$ cat src/mwsl_pkg.sv
// ----------------------------------------------------------------------------
// mwsl_pkg
// Shared widths, register map and divider interface types for the mecanum
// wheel speed limiter.
// ----------------------------------------------------------------------------
package mwsl_pkg;

  localparam int unsigned WHEEL_COUNT = 4;
  localparam int unsigned WHEEL_IDX_W = $clog2(WHEEL_COUNT);

  // field and register widths
  localparam int unsigned VEL_W    = 16;
  localparam int unsigned WHEEL_W  = 24;
  localparam int unsigned CFG16_W  = 16;
  localparam int unsigned LIMIT_W  = 23;
  localparam int unsigned APB_AW   = 4;
  localparam int unsigned APB_DW   = 32;

  // datapath widths
  localparam int unsigned SUM_W    = 34;              // signed Q.24 wheel sum
  localparam int unsigned MAG_W    = SUM_W - 1;       // magnitude of a sum
  localparam int unsigned MUL_A_W  = MAG_W;
  localparam int unsigned MUL_B_W  = LIMIT_W;
  localparam int unsigned PROD_W   = MUL_A_W + MUL_B_W;
  localparam int unsigned WSHIFT   = 22;              // Q.32 to Q13.10
  localparam int unsigned VSHIFT   = 14;              // Q5.10 to Q.24

  // divider geometry: quotient never reaches the limit width
  localparam int unsigned DIV_SOR_W = WHEEL_W;
  localparam int unsigned DIV_QUO_W = LIMIT_W;
  localparam int unsigned DIV_END_W = DIV_SOR_W + DIV_QUO_W;
  localparam int unsigned DIV_CNT_W = $clog2(DIV_QUO_W + 1);

  // register map, word index
  localparam logic [1:0] REG_WHEELBASE = 2'd0;
  localparam logic [1:0] REG_INV_RADIUS = 2'd1;
  localparam logic [1:0] REG_MAX_SPEED = 2'd2;
  localparam logic [1:0] REG_TIMEOUT = 2'd3;

  // reset values
  localparam logic [CFG16_W-1:0] WHEELBASE_RST  = 16'd8192;
  localparam logic [CFG16_W-1:0] INV_RADIUS_RST = 16'd3413;
  localparam logic [LIMIT_W-1:0] MAX_SPEED_RST  = 23'd10240;
  localparam logic [CFG16_W-1:0] TIMEOUT_RST    = 16'd50;

  typedef struct packed {
    logic                 start;
    logic [DIV_END_W-1:0] dividend;
    logic [DIV_SOR_W-1:0] divisor;
  } div_req_t;

  typedef struct packed {
    logic                 done;
    logic [DIV_QUO_W-1:0] quotient;
  } div_rsp_t;

endpackage

$ cat src/mwsl_div.sv
// ----------------------------------------------------------------------------
// mwsl_div
// Restoring radix-2 divider, one quotient bit per cycle. The upper part of
// the dividend must be below the divisor, so the quotient fits its width.
// ----------------------------------------------------------------------------
module mwsl_div (
  input  logic               clk_i,
  input  logic               rst_ni,
  input  mwsl_pkg::div_req_t req_i,
  output mwsl_pkg::div_rsp_t rsp_o
);
  import mwsl_pkg::*;

  logic                 busy_q;
  logic                 done_q;
  logic [DIV_CNT_W-1:0] cnt_q;
  logic [DIV_SOR_W-1:0] rem_q;
  logic [DIV_SOR_W-1:0] sor_q;
  logic [DIV_QUO_W-1:0] low_q;
  logic [DIV_QUO_W-1:0] quo_q;

  logic [DIV_SOR_W+1:0] trial;
  logic                 take;

  // trial subtraction of the shifted remainder
  always_comb begin
    trial = {1'b0, rem_q, low_q[DIV_QUO_W-1]} - {2'b00, sor_q};
    take  = !trial[DIV_SOR_W+1];
  end

  // control
  always_ff @(posedge clk_i or negedge rst_ni) begin
    if (!rst_ni) begin
      busy_q <= 1'b0;
      done_q <= 1'b0;
      cnt_q  <= '0;
    end else begin
      done_q <= 1'b0;
      if (req_i.start) begin
        busy_q <= 1'b1;
        cnt_q  <= DIV_CNT_W'(DIV_QUO_W);
      end else if (busy_q) begin
        cnt_q <= cnt_q - 1'b1;
        if (cnt_q == DIV_CNT_W'(1)) begin
          busy_q <= 1'b0;
          done_q <= 1'b1;
        end
      end
    end
  end

  // remainder and quotient shift
  always_ff @(posedge clk_i) begin
    if (req_i.start) begin
      rem_q <= req_i.dividend[DIV_END_W-1:DIV_QUO_W];
      low_q <= req_i.dividend[DIV_QUO_W-1:0];
      sor_q <= req_i.divisor;
      quo_q <= '0;
    end else if (busy_q) begin
      rem_q <= take ? trial[DIV_SOR_W-1:0] : {rem_q[DIV_SOR_W-2:0], low_q[DIV_QUO_W-1]};
      low_q <= {low_q[DIV_QUO_W-2:0], 1'b0};
      quo_q <= {quo_q[DIV_QUO_W-2:0], take};
    end
  end

  assign rsp_o.done     = done_q;
  assign rsp_o.quotient = quo_q;

endmodule

$ cat src/mecanum_wheel_speed_limiter.sv
// ----------------------------------------------------------------------------
// mecanum_wheel_speed_limiter
// Mecanum inverse kinematics with proportional wheel speed limiting and an
// idle tick watchdog.
// ----------------------------------------------------------------------------
// A request is either a body velocity command (mode 0) or a control tick
// (mode 1); each yields one result with the four stored wheel setpoints.
// The block takes one request at a time and holds in_stall_o high until it
// has handed its result to the output register. A command uses one shared
// 33x23 multiplier to form the yaw term and then each wheel product in turn.
// When the largest wheel exceeds max_wheel_speed, each of the four wheels
// also goes through the multiplier and a one-bit-per-cycle divider. The
// output register lets the next request enter while a result waits to be
// taken.
module mecanum_wheel_speed_limiter (
  input  logic                                clk_i,
  input  logic                                rst_ni,
  // configuration
  input  logic                                psel,
  input  logic                                penable,
  input  logic                                pwrite,
  input  logic [mwsl_pkg::APB_AW-1:0]         paddr,
  input  logic [mwsl_pkg::APB_DW-1:0]         pwdata,
  output logic [mwsl_pkg::APB_DW-1:0]         prdata,
  output logic                                pready,
  // request channel
  input  logic                                in_valid_i,
  output logic                                in_stall_o,
  input  logic                                mode_i,
  input  logic signed [mwsl_pkg::VEL_W-1:0]   vel_x_i,
  input  logic signed [mwsl_pkg::VEL_W-1:0]   vel_y_i,
  input  logic signed [mwsl_pkg::VEL_W-1:0]   yaw_rate_i,
  // result channel
  output logic                                out_valid_o,
  input  logic                                out_stall_i,
  output logic signed [mwsl_pkg::WHEEL_W-1:0] wheel_front_a_o,
  output logic signed [mwsl_pkg::WHEEL_W-1:0] wheel_front_b_o,
  output logic signed [mwsl_pkg::WHEEL_W-1:0] wheel_rear_a_o,
  output logic signed [mwsl_pkg::WHEEL_W-1:0] wheel_rear_b_o,
  output logic                                was_limited_o,
  output logic                                timed_out_o
);
  import mwsl_pkg::*;

  typedef enum logic [3:0] {
    S_IDLE,
    S_YAW,
    S_AREG,
    S_WSUM,
    S_WMUL,
    S_WSAT,
    S_CHK,
    S_SMUL,
    S_DIVGO,
    S_DIVWAIT,
    S_FIN
  } state_e;

  // configuration registers
  logic [CFG16_W-1:0] wheelbase_q;
  logic [CFG16_W-1:0] inv_radius_q;
  logic [LIMIT_W-1:0] max_speed_q;
  logic [CFG16_W-1:0] timeout_q;

  // sequencer and datapath state
  state_e                   state_q;
  logic [WHEEL_IDX_W-1:0]   k_q;
  logic [CFG16_W-1:0]       idle_q;
  logic                     cmd_q;
  logic                     lim_q;
  logic                     tmo_q;
  logic                     out_valid_q;
  logic signed [VEL_W-1:0]  vx_q;
  logic signed [VEL_W-1:0]  vy_q;
  logic signed [VEL_W-1:0]  yaw_q;
  logic signed [SUM_W-1:0]  a_q;
  logic [MAG_W-1:0]         mag_q;
  logic                     neg_q;
  logic [PROD_W-1:0]        prod_q;
  logic [WHEEL_W-1:0]       top_q;
  logic [WHEEL_W-1:0]       wmag_q [WHEEL_COUNT];
  logic                     wneg_q [WHEEL_COUNT];
  logic signed [WHEEL_W-1:0] sp_q  [WHEEL_COUNT];

  logic                     accept;
  logic                     slot_free;
  logic [CFG16_W-1:0]       idle_next;
  logic [VEL_W-1:0]         yaw_mag;
  logic signed [SUM_W-1:0]  x_ext;
  logic signed [SUM_W-1:0]  y_ext;
  logic signed [SUM_W-1:0]  wsum;
  logic [SUM_W-1:0]         wsum_abs;
  logic [MUL_A_W-1:0]       mul_a;
  logic [MUL_B_W-1:0]       mul_b;
  logic [PROD_W-1:0]        mul_p;
  logic [SUM_W-1:0]         hi;
  logic [WHEEL_W-1:0]       sat_mag;
  logic [WHEEL_W-1:0]       top_next;
  logic [SUM_W-1:0]         a_abs;
  div_req_t                 div_req;
  div_rsp_t                 div_rsp;

  // handshake
  assign in_stall_o  = (state_q != S_IDLE);
  assign accept      = in_valid_i && !in_stall_o;
  assign slot_free   = !out_valid_q || !out_stall_i;
  assign out_valid_o = out_valid_q;
  assign pready      = 1'b1;

  // register read
  always_comb begin
    case (paddr[3:2])
      REG_WHEELBASE:  prdata = APB_DW'(wheelbase_q);
      REG_INV_RADIUS: prdata = APB_DW'(inv_radius_q);
      REG_MAX_SPEED:  prdata = APB_DW'(max_speed_q);
      REG_TIMEOUT:    prdata = APB_DW'(timeout_q);
      default:        prdata = '0;
    endcase
  end

  // register write
  always_ff @(posedge clk_i or negedge rst_ni) begin
    if (!rst_ni) begin
      wheelbase_q  <= WHEELBASE_RST;
      inv_radius_q <= INV_RADIUS_RST;
      max_speed_q  <= MAX_SPEED_RST;
      timeout_q    <= TIMEOUT_RST;
    end else if (psel && penable && pwrite && pready) begin
      case (paddr[3:2])
        REG_WHEELBASE:  wheelbase_q  <= pwdata[CFG16_W-1:0];
        REG_INV_RADIUS: inv_radius_q <= pwdata[CFG16_W-1:0];
        REG_MAX_SPEED:  max_speed_q  <= pwdata[LIMIT_W-1:0];
        REG_TIMEOUT:    timeout_q    <= pwdata[CFG16_W-1:0];
        default:        ;
      endcase
    end
  end

  // saturating idle count
  assign idle_next = (idle_q == '1) ? idle_q : idle_q + 1'b1;

  // wheel sum: +-X +-Y - A with the mecanum sign pattern
  always_comb begin
    x_ext = SUM_W'(vx_q) <<< VSHIFT;
    y_ext = SUM_W'(vy_q) <<< VSHIFT;
    case (k_q)
      2'd0:    wsum =  x_ext - y_ext - a_q;
      2'd1:    wsum = -x_ext - y_ext - a_q;
      2'd2:    wsum =  x_ext + y_ext - a_q;
      2'd3:    wsum = -x_ext + y_ext - a_q;
      default: wsum = '0;
    endcase
    wsum_abs = wsum[SUM_W-1] ? SUM_W'(-wsum) : SUM_W'(wsum);
    yaw_mag  = yaw_q[VEL_W-1] ? VEL_W'(-yaw_q) : VEL_W'(yaw_q);
    a_abs    = {2'b00, prod_q[2*CFG16_W-1:0]};
  end

  // shared multiplier operand select
  always_comb begin
    case (state_q)
      S_YAW: begin
        mul_a = MUL_A_W'(yaw_mag);
        mul_b = MUL_B_W'(wheelbase_q);
      end
      S_WMUL: begin
        mul_a = mag_q;
        mul_b = MUL_B_W'(inv_radius_q);
      end
      S_SMUL: begin
        mul_a = MUL_A_W'(wmag_q[k_q]);
        mul_b = max_speed_q;
      end
      default: begin
        mul_a = '0;
        mul_b = '0;
      end
    endcase
    mul_p = {{MUL_B_W{1'b0}}, mul_a} * {{MUL_A_W{1'b0}}, mul_b};
  end

  // scale to Q13.10 and saturate the magnitude
  always_comb begin
    hi = prod_q[PROD_W-1:WSHIFT];
    if (neg_q) begin
      sat_mag = (hi >= SUM_W'(24'h800000)) ? 24'h800000 : hi[WHEEL_W-1:0];
    end else begin
      sat_mag = (hi > SUM_W'(24'h7FFFFF)) ? 24'h7FFFFF : hi[WHEEL_W-1:0];
    end
    top_next = (sat_mag > top_q) ? sat_mag : top_q;
  end

  // divider request
  always_comb begin
    div_req.start    = (state_q == S_DIVGO);
    div_req.dividend = prod_q[DIV_END_W-1:0];
    div_req.divisor  = top_q;
  end

  mwsl_div u_div (
    .clk_i  (clk_i),
    .rst_ni (rst_ni),
    .req_i  (div_req),
    .rsp_o  (div_rsp)
  );

  // sequencer with its registered outputs
  always_ff @(posedge clk_i or negedge rst_ni) begin
    if (!rst_ni) begin
      state_q     <= S_IDLE;
      k_q         <= '0;
      idle_q      <= '0;
      cmd_q       <= 1'b0;
      lim_q       <= 1'b0;
      tmo_q       <= 1'b0;
      out_valid_q <= 1'b0;
      was_limited_o <= 1'b0;
      timed_out_o   <= 1'b0;
      for (int i = 0; i < WHEEL_COUNT; i++) begin
        sp_q[i] <= '0;
      end
    end else begin
      // result taken
      if (out_valid_q && !out_stall_i) begin
        out_valid_q <= 1'b0;
      end
      case (state_q)
        S_IDLE: begin
          if (accept) begin
            lim_q <= 1'b0;
            if (mode_i) begin
              idle_q  <= idle_next;
              tmo_q   <= (idle_next > timeout_q);
              cmd_q   <= 1'b0;
              state_q <= S_FIN;
            end else begin
              idle_q  <= '0;
              tmo_q   <= 1'b0;
              cmd_q   <= 1'b1;
              state_q <= S_YAW;
            end
          end
        end
        S_YAW: begin
          state_q <= S_AREG;
        end
        S_AREG: begin
          k_q     <= '0;
          state_q <= S_WSUM;
        end
        S_WSUM: begin
          state_q <= S_WMUL;
        end
        S_WMUL: begin
          state_q <= S_WSAT;
        end
        S_WSAT: begin
          k_q <= k_q + 1'b1;
          if (k_q == WHEEL_IDX_W'(WHEEL_COUNT - 1)) begin
            state_q <= S_CHK;
          end else begin
            state_q <= S_WSUM;
          end
        end
        S_CHK: begin
          k_q <= '0;
          if (top_q > WHEEL_W'(max_speed_q)) begin
            lim_q   <= 1'b1;
            state_q <= S_SMUL;
          end else begin
            state_q <= S_FIN;
          end
        end
        S_SMUL: begin
          state_q <= S_DIVGO;
        end
        S_DIVGO: begin
          state_q <= S_DIVWAIT;
        end
        S_DIVWAIT: begin
          if (div_rsp.done) begin
            k_q <= k_q + 1'b1;
            if (k_q == WHEEL_IDX_W'(WHEEL_COUNT - 1)) begin
              state_q <= S_FIN;
            end else begin
              state_q <= S_SMUL;
            end
          end
        end
        S_FIN: begin
          if (slot_free) begin
            out_valid_q   <= 1'b1;
            was_limited_o <= lim_q;
            timed_out_o   <= tmo_q;
            for (int i = 0; i < WHEEL_COUNT; i++) begin
              if (cmd_q) begin
                sp_q[i] <= wneg_q[i] ? WHEEL_W'(-wmag_q[i]) : wmag_q[i];
              end else if (tmo_q) begin
                sp_q[i] <= '0;
              end
            end
            state_q <= S_IDLE;
          end
        end
        default: begin
          state_q <= S_IDLE;
        end
      endcase
    end
  end

  // datapath registers
  always_ff @(posedge clk_i) begin
    case (state_q)
      S_IDLE: begin
        if (accept) begin
          vx_q  <= vel_x_i;
          vy_q  <= vel_y_i;
          yaw_q <= yaw_rate_i;
          top_q <= '0;
        end
      end
      S_YAW: begin
        prod_q <= mul_p;
      end
      S_AREG: begin
        a_q <= yaw_q[VEL_W-1] ? SUM_W'(-a_abs) : SUM_W'(a_abs);
      end
      S_WSUM: begin
        mag_q <= wsum_abs[MAG_W-1:0];
        neg_q <= wsum[SUM_W-1];
      end
      S_WMUL: begin
        prod_q <= mul_p;
      end
      S_WSAT: begin
        wmag_q[k_q] <= sat_mag;
        wneg_q[k_q] <= neg_q && (sat_mag != '0);
        top_q       <= top_next;
      end
      S_SMUL: begin
        prod_q <= mul_p;
      end
      S_DIVWAIT: begin
        if (div_rsp.done) begin
          wmag_q[k_q] <= WHEEL_W'(div_rsp.quotient);
        end
      end
      default: ;
    endcase
  end

  // result fields
  assign wheel_front_a_o = sp_q[0];
  assign wheel_front_b_o = sp_q[1];
  assign wheel_rear_a_o  = sp_q[2];
  assign wheel_rear_b_o  = sp_q[3];

endmodule
$ cat config.mk
export PLATFORM = sky130hd
export DESIGN_NAME = mecanum_wheel_speed_limiter
export DESIGN_NICKNAME = d
export VERILOG_FILES = /design/src/mwsl_pkg.sv /design/src/mwsl_div.sv /design/src/mecanum_wheel_speed_limiter.sv
export SDC_FILE = /design/constraint.sdc
export NUM_CORES = 2
export LEC_CHECK = 0
export ABC_AREA = 1
export BUFFER_PORTS_ARGS = -buffer_cell sky130_fd_sc_hd__clkbuf_2
export CAP_MARGIN = 5
export CORE_MARGIN = 2
export CORE_UTILIZATION = 45
export DETAILED_ROUTE_END_ITERATION = 12
export GPL_ROUTABILITY_DRIVEN = 1
export SLEW_MARGIN = 20
export SYNTH_ARGS = -nofsm -noshare
export SYNTH_HDL_FRONTEND = slang
export SYNTH_SLANG_ARGS = --single-unit
$ cat constraint.sdc
create_clock -name clk_i -period 21.8 [get_ports clk_i]
set_input_delay 0 -clock clk_i [delete_from_list [all_inputs] [get_ports clk_i]]
set_output_delay 0 -clock clk_i [all_outputs]
set_load 0.005 [all_outputs]
# Word level (Yosys, flattened, before mapping)
# Memory sizes are Yosys's and may differ from the RTL's.
# Index checks and enable logic that the tools add are counted.
[word_totals] reg_bits=492 ramBits=100 in_bits=92 out_inout_bits=133 word_cells=179 memories=2
[op_classes] addsub=20 multipliers=1 order_cmp=5 eq_ne=23 mux=61 bitwise=1 n_reduce_logical=33
[mem_list] name="wmag_q" words=4 width=24 read_ports=5 rd_ports_with_merged_regs=0 write_ports=1 line="mecanum_wheel_speed_limiter.sv:81" rtl="logic [WHEEL_W-1:0] wmag_q [WHEEL_COUNT];"
[mem_list] name="wneg_q" words=4 width=1 read_ports=4 rd_ports_with_merged_regs=0 write_ports=1 line="mecanum_wheel_speed_limiter.sv:82" rtl="logic wneg_q [WHEEL_COUNT];"
[ops] cell="24-bit two-way mux" n=18
[ops] cell="34-bit one-hot mux with 4 select lines" n=1
[ops] cell="32-bit one-hot mux with 4 select lines" n=1
[ops] cell="33-bit one-hot mux with 3 select lines" n=1
[ops] cell="24-bit negator" n=4
[ops] cell="23-bit one-hot mux with 3 select lines" n=1
[ops] cell="31-bit by 34-bit subtractor with 34-bit output" n=2
[ops] cell="34-bit subtractor" n=2
[ops] cell="33-bit by 23-bit multiplier with 56-bit output" n=1
[ops] cell="16-bit two-way mux" n=3
[ops] cell="24-bit one-hot mux with 2 select lines" n=1
[ops] cell="23-bit two-way mux" n=2
[ops] cell="4-bit one-hot mux with 11 select lines" n=1
[ops] cell="34-bit by 30-bit adder with 34-bit output" n=1
[ops] cell="34-bit by 24-bit >= comparator with 1-bit output, second input constant" n=1
[ops] cell="34-bit by 23-bit greater-than comparator with 1-bit output, second input constant" n=1
[ops] cell="30-bit negator with 34-bit output" n=1
[ops] cell="32-bit negator with 34-bit output" n=1
[ops] cell="34-bit by 30-bit subtractor with 34-bit output" n=1
[ops] cell="33-bit two-way mux" n=1
[ops] cell="33-bit negator" n=1
[ops] cell="32-bit two-way mux" n=1
[ops] cell="30-bit by 30-bit adder with 31-bit output" n=1
[ops] cell="30-bit by 30-bit subtractor with 31-bit output" n=1
[ops] cell="other kinds (39)" n=95

# Logic depth before layout (Yosys ltp)
[logic_depth] ltp_word=6 ltp_mapped=41 mapped_depth_nobuf=40

# By module
# From an unflattened synthesis, not the netlist that was laid out.
[hier_totals] cells_unflattened=8090 hier_area_um2=64005.1
[by_module_without_submodules] mod="mecanum_wheel_speed_limiter" instances=1 cells_per_inst=7289 area_per_inst_um2=57839.2 seq_area_each_um2=13784.5
[by_module_without_submodules] mod="mwsl_div" instances=1 cells_per_inst=801 area_per_inst_um2=6165.9 seq_area_each_um2=2767.7

# Worst setup path before layout
# Ideal clock, no wire load.
[synth_path] path_type="reg2reg" start="reg yaw_q[2]" end="reg prod_q[47], data pin" setup_time_ps=258 arrival_time_ps=7410 t_required_ps=21542 slack_ps=14132 stages_incl_launch_ff=38 cell_sequence="edfxtp_1 > nor3_1 > inv_1 > nor2_1 > nand2_1 > nor3_2 > inv_1 > nor2_1 > nand3_1 > o21ai_1 > xor2_1 > or2_2 > nand2_1 > clkbuf_1 > nand2_1 > fa_1 > inv_1 > fa_1 > [... 2 more ...] > fa_1 > inv_1 > fa_1 > fa_1 > inv_1 > fa_1 > inv_1 > ha_1 > a21oi_1 > inv_1 > a21oi_1 > inv_1 > a21oi_1 > o21ai_0 > a21oi_1 > o21bai_1 > a21oi_1 > xnor2_1"
[synth_between] elab_chain_len=4
[synth_rtl] element="start, declared" line="mecanum_wheel_speed_limiter.sv:75" rtl="logic signed [VEL_W-1:0] yaw_q;"
[synth_rtl] element="start signal, assigned" line="mecanum_wheel_speed_limiter.sv:318" rtl="yaw_q <= yaw_rate_i;"
[synth_rtl] element="16-bit negator" line="mecanum_wheel_speed_limiter.sv:154" rtl="yaw_mag = yaw_q[VEL_W-1] ? VEL_W'(-yaw_q) : VEL_W'(yaw_q);"
[synth_rtl] element="16-bit two-way mux (*)" line="mecanum_wheel_speed_limiter.sv:154"
[synth_rtl] element="33-bit one-hot mux with 3 select lines (*)" line="mecanum_wheel_speed_limiter.sv:160" rtl="case (state_q)"
[synth_rtl] element="33-bit by 23-bit multiplier with 56-bit output (*)" line="mecanum_wheel_speed_limiter.sv:178" rtl="mul_p = {{MUL_B_W{1'b0}}, mul_a} * {{MUL_A_W{1'b0}}, mul_b};"
[synth_rtl] element="net mul_p[47]" line="mecanum_wheel_speed_limiter.sv:95" rtl="logic [PROD_W-1:0] mul_p;"
[synth_rtl] element="end signal, assigned" line="mecanum_wheel_speed_limiter.sv:323" rtl="prod_q <= mul_p;"
[synth_rtl] element="end signal, assigned" line="mecanum_wheel_speed_limiter.sv:333" rtl="prod_q <= mul_p;"
[synth_rtl] element="end signal, assigned" line="mecanum_wheel_speed_limiter.sv:341" rtl="prod_q <= mul_p;"
[synth_rtl] element="end, declared" line="mecanum_wheel_speed_limiter.sv:79" rtl="logic [PROD_W-1:0] prod_q;"
# Mark *: on every way through the listed nets, which the timed path passes. The rest lies on a longest branch.
# A chain may end at the register's enable or synchronous reset.

# Final worst setup path
[layout_path] start="reg k_q[1]" end="reg prod_q[36], data pin"
[layout_between] elab_chain_len=3
[layout_rtl] element="start, declared" line="mecanum_wheel_speed_limiter.sv:67" rtl="logic [WHEEL_IDX_W-1:0] k_q;"
[layout_rtl] element="start signal, assigned" line="mecanum_wheel_speed_limiter.sv:257" rtl="k_q <= k_q + 1'b1;"
[layout_rtl] element="start signal, assigned" line="mecanum_wheel_speed_limiter.sv:281" rtl="k_q <= k_q + 1'b1;"
[layout_rtl] element="memory read 4 x 24 bit"
[layout_rtl] element="33-bit one-hot mux with 3 select lines" line="mecanum_wheel_speed_limiter.sv:160"
[layout_rtl] element="33-bit by 23-bit multiplier with 56-bit output" line="mecanum_wheel_speed_limiter.sv:178"
[layout_rtl] element="net mul_p[36]" line="mecanum_wheel_speed_limiter.sv:95"
# The timed path passes the listed nets, and every way through them passes these cells.

==> summary.md <==
| Metric | Value |
|---|---|
| Reg clk slew, reported paths | `0.07 ns` |
| Relative slew margins | `0.1849` |
| Number of CTS-inserted buffers | `68` |
| Worst-Margin Slew | `1.223 ns` |
| Total Power | `0.008379 W` |
| Post-DR vias/cell | `5.366` |
| Die ar. | `142900 um2` |
| Max Slew Vio Count | `0` |
| Top post-synthesis cells by area | `fa_1, edfxtp_1, nand2_1, inv_1, ha_1` |
| Static leakage | `33.76 nW` |
| Initial antenna violation count | `2` |
| DRC viols | `0` |
| Final RePlAce weighted congestion | `0.9596` |
| Synth warn | `0` |
| Register-to-Register Path Depth | `28` |
| Largest family of logic cells by synthesized area | `adder cells` |
| Netlist cell types | `61` |
| Number of H-tree levels | `3` |
| DR WL/cell | `21.24 um` |
| Yosys reg bits | `592` |
| PostCTS Resize Cnt | `0` |
| CTS tree | `yes` |
| Nets@finish | `9320` |
| Finished Cell Area | `69670 um2` |
| Chip width | `378.1 um` |
| Status | `complete, no violations` |
| Area delta synth->final | `10.66%` |
| Core Region | `139200 um2` |
| Gr ovfl total | `0` |
| CTS root buffer | `clkbuf_16` |
| Most frequent cells in the layout | `nand2_1, inv_1, fa_1` |
| Post-synth EDFFs | `367` |
| Asr flop ratio synth | `0.3412` |
| Remaining antenna violation count | `0` |
| Hold EP | `yaw_q[15]` |
| Via count | `53.94k` |
| RSZ-0062 raised after global routing | `false` |
| Crit-path max FO | `22` |
| Post-Route Setup TNS | `0 ns` |
| Hold path cells | `2` |
| R2R setup slack | `11.95 ns` |
| Setup Skew | `0.04302 ns` |
| Max-cap violations | `0` |
| Post-synthesis average cell area | `8.017 um2` |
| CP dominant cell by count | `inv_1` |
| I/O pin count | `225` |
| Most used flip-flop cell after synthesis | `edfxtp_1` |
| Synth top area share | `0.2299` |
| # fillers | `13.75k` |
| Worst endpoint required time | `22.18 ns` |
| Max frequency | `101.5 MHz` |
| Slowest CP cell | `dfrtp_1` |
| Tot GR Track Use | `0.3000` |
| Adder-cell share of the synthesized area | `0.3064` |
| Footprint of the multi-input gates | `39750 um2` |
| Initial Util | `0.4523` |
| Vias in the first global route | `53.98k` |
| Post-DP HPWL | `172000 um` |
| Critical path type | `flip-flop to flip-flop` |
| Clock latency on the worst-skew pair | `0.68 ns` |
| Tmin final | `9.848 ns` |
| Reg2Reg Capture Point | `prod_q[36]` |
| First-pass GRT wire length | `323300 um` |
| Pwr dens | `120.3 nW/um2` |
| Reg area | `16550 um2` |
| Synth Cell Area | `62960 um2` |
| Mapped Cells | `7853` |
| Period utilization | `0.4518` |
| DRT Pass-1 Iters | `6` |
| Maximum clock insertion buffer count | `3` |
| RR Startpoint | `k_q[1]` |
| Post-Synth Simple-Gate Area | `0.1936` |
| Share of cells above drive strength 1 | `0.06373` |
| Seq/Total Area, Yosys | `0.2629` |
| # diodes | `0` |
| Largest net degree at the start of global routing | `131` |
| WP data arrival | `10.22 ns` |
| DRT Wirelength | `213500 um` |
| CTS sink cnt | `592` |
| HP Class | `primary input to flip-flop` |
| DRT iter0 DRCs | `4447` |
| Cell Rows | `137` |
| Finish-stage setup viols | `0` |
| Largest stage delay, worst path | `0.88 ns` |
| Post-synthesis mux area share | `0` |
| Final hold violations | `0` |
| Post-synth top area cell | `fa_1` |
| Max VDD drop | `0.07141 mV` |
| Post-CTS Hold Fix Bufs | `75` |
| Die Ht | `378.1 um` |
| Synth Area in Compound Gates | `0.1013` |
| Cell Area, Placed | `66480 um2` |
| Util after Layout | `0.5005` |
| Startpoint types | `flip-flop` |
| Hold Path Origin | `yaw_rate_i[15]` |
| Post-CTS setup repair buffer count | `0` |
| Commonest non-fill, non-tap cell in the layout | `nand2_1` |
| Synth Area in XOR/XNOR | `0.02289` |
| Critical path endpoint category | `flip-flop` |
| PortBufs | `203` |
[registers in the layout, summed over array words and instances (netlist names), 5 cells and up]
| name | count |
|---|---|
| wmag_q | 96 |
| u_div.rem_q | 24 |
| idle_q | 16 |
| max_speed_q | 23 |
| u_div.low_q | 23 |
| wheelbase_q | 16 |
| vy_q | 16 |
| inv_radius_q | 16 |
| mag_q | 33 |
| top_q | 24 |
| u_div.cnt_q | 5 |
| a_q | 34 |
| timeout_q | 16 |
| prod_q | 56 |
| u_div.quo_q | 23 |
| wheel_rear_a_o | 24 |
| u_div.sor_q | 24 |
| wheel_front_b_o | 24 |
| vx_q | 16 |
| wheel_rear_b_o | 24 |
| yaw_q | 16 |
| wheel_front_a_o | 24 |
[final cells by class]
type,count,area share
inverter,1624,0.08753
clock inverter,40,0.007866
sequential,592,0.2376
timing repair buffer,375,0.03651
tap,1876,0.03369
multi-input combinational,5459,0.5706
clock buffer,85,0.02624
[worst max-delay path by stage]
stage / endpoint / start / depth (start not counted)
global placement: prod_q[50] / k_q[1] / 29
CTS: prod_q[50] / k_q[1] / 29
floorplan: prod_q[47] / yaw_q[2] / 37
global route: prod_q[41] / k_q[0] / 31
detailed placement: prod_q[50] / k_q[1] / 29
finish: prod_q[36] / k_q[1] / 28
[logic make-up (layout without fill, tap and decap cells)]
group | Yosys count | after routing
DFF | 592 | 592
AOI/OAI and AO/OA | 1146 | 1146
other | 2 | 73
and+or+nand+nor | 2970 | 2970
xor gates and xnor gates | 162 | 162
buffers and inverters | 1873 | 2124
adders and majority gates | 1108 | 1108
[worst max-delay path: cells and delay by family (launching register included)]
kind | cells | cell delay (ns)
adders and majority gates | 8 | 3.84
AOI/OAI and AO/OA | 6 | 1.47
buffers and inverters | 10 | 2.10
and+or+nand+nor | 3 | 1.13
xor gates and xnor gates | 1 | 0.12
DFF | 1 | 0.88
[where the power goes]
part	leakage (nW)	internal, W	total (W)	switching (W)
registers	6.13	0.00176	0.00209	0.000329
clock network	1.14	0.000723	0.00123	0.000511
logic	26.5	0.00159	0.00506	0.00347
[cell usage after synthesis, drive strengths merged, types with 7 or more instances]
cell type	instances
o22ai	10
o2111ai	19
dfrtp	189
inv	1610
a31oi	31
o31ai	20
nor4	25
dfstp	13
ha	385
buf	33
nand4	52
o21ai	474
a21boi	9
nand3	367
nor3	90
a22oi	23
o221ai	7
a32o	19
nand2	1653
clkinv	14
nand3b	24
edfxtp	367
a21o	18
fa	723
a21oi	443
o211ai	21
o21a	19
xnor2	45
o21bai	20
dfxtp	23
clkbuf	216
nor2	745
xor2	117
[routing by layer]
layer | up-vias | global-route usage | share of wire
met1 | 26571 | 0.3987 | 0.42
met3 | 417 | 0.03742 | 0.064
met2 | 1869 | 0.5024 | 0.47
met5 | - | 0 | 0
met4 | 0 | 0.1104 | 0.040
li1 | 25081 | - | -
[metrics by stage]
step / hold WS (ns) / std cells / setup WS (ns)
global placement: 0.1778 / 9847 / 12.19
global route: 0.03709 / 10051 / 11.51
finish: 0.04807 / 10051 / 11.95
detailed placement: 0.1787 / 9848 / 12.09
CTS: 0.01046 / 10048 / 12.06
floorplan: -0.2956 / 7924 / 14.13
Power figures use the tool's default switching activity.
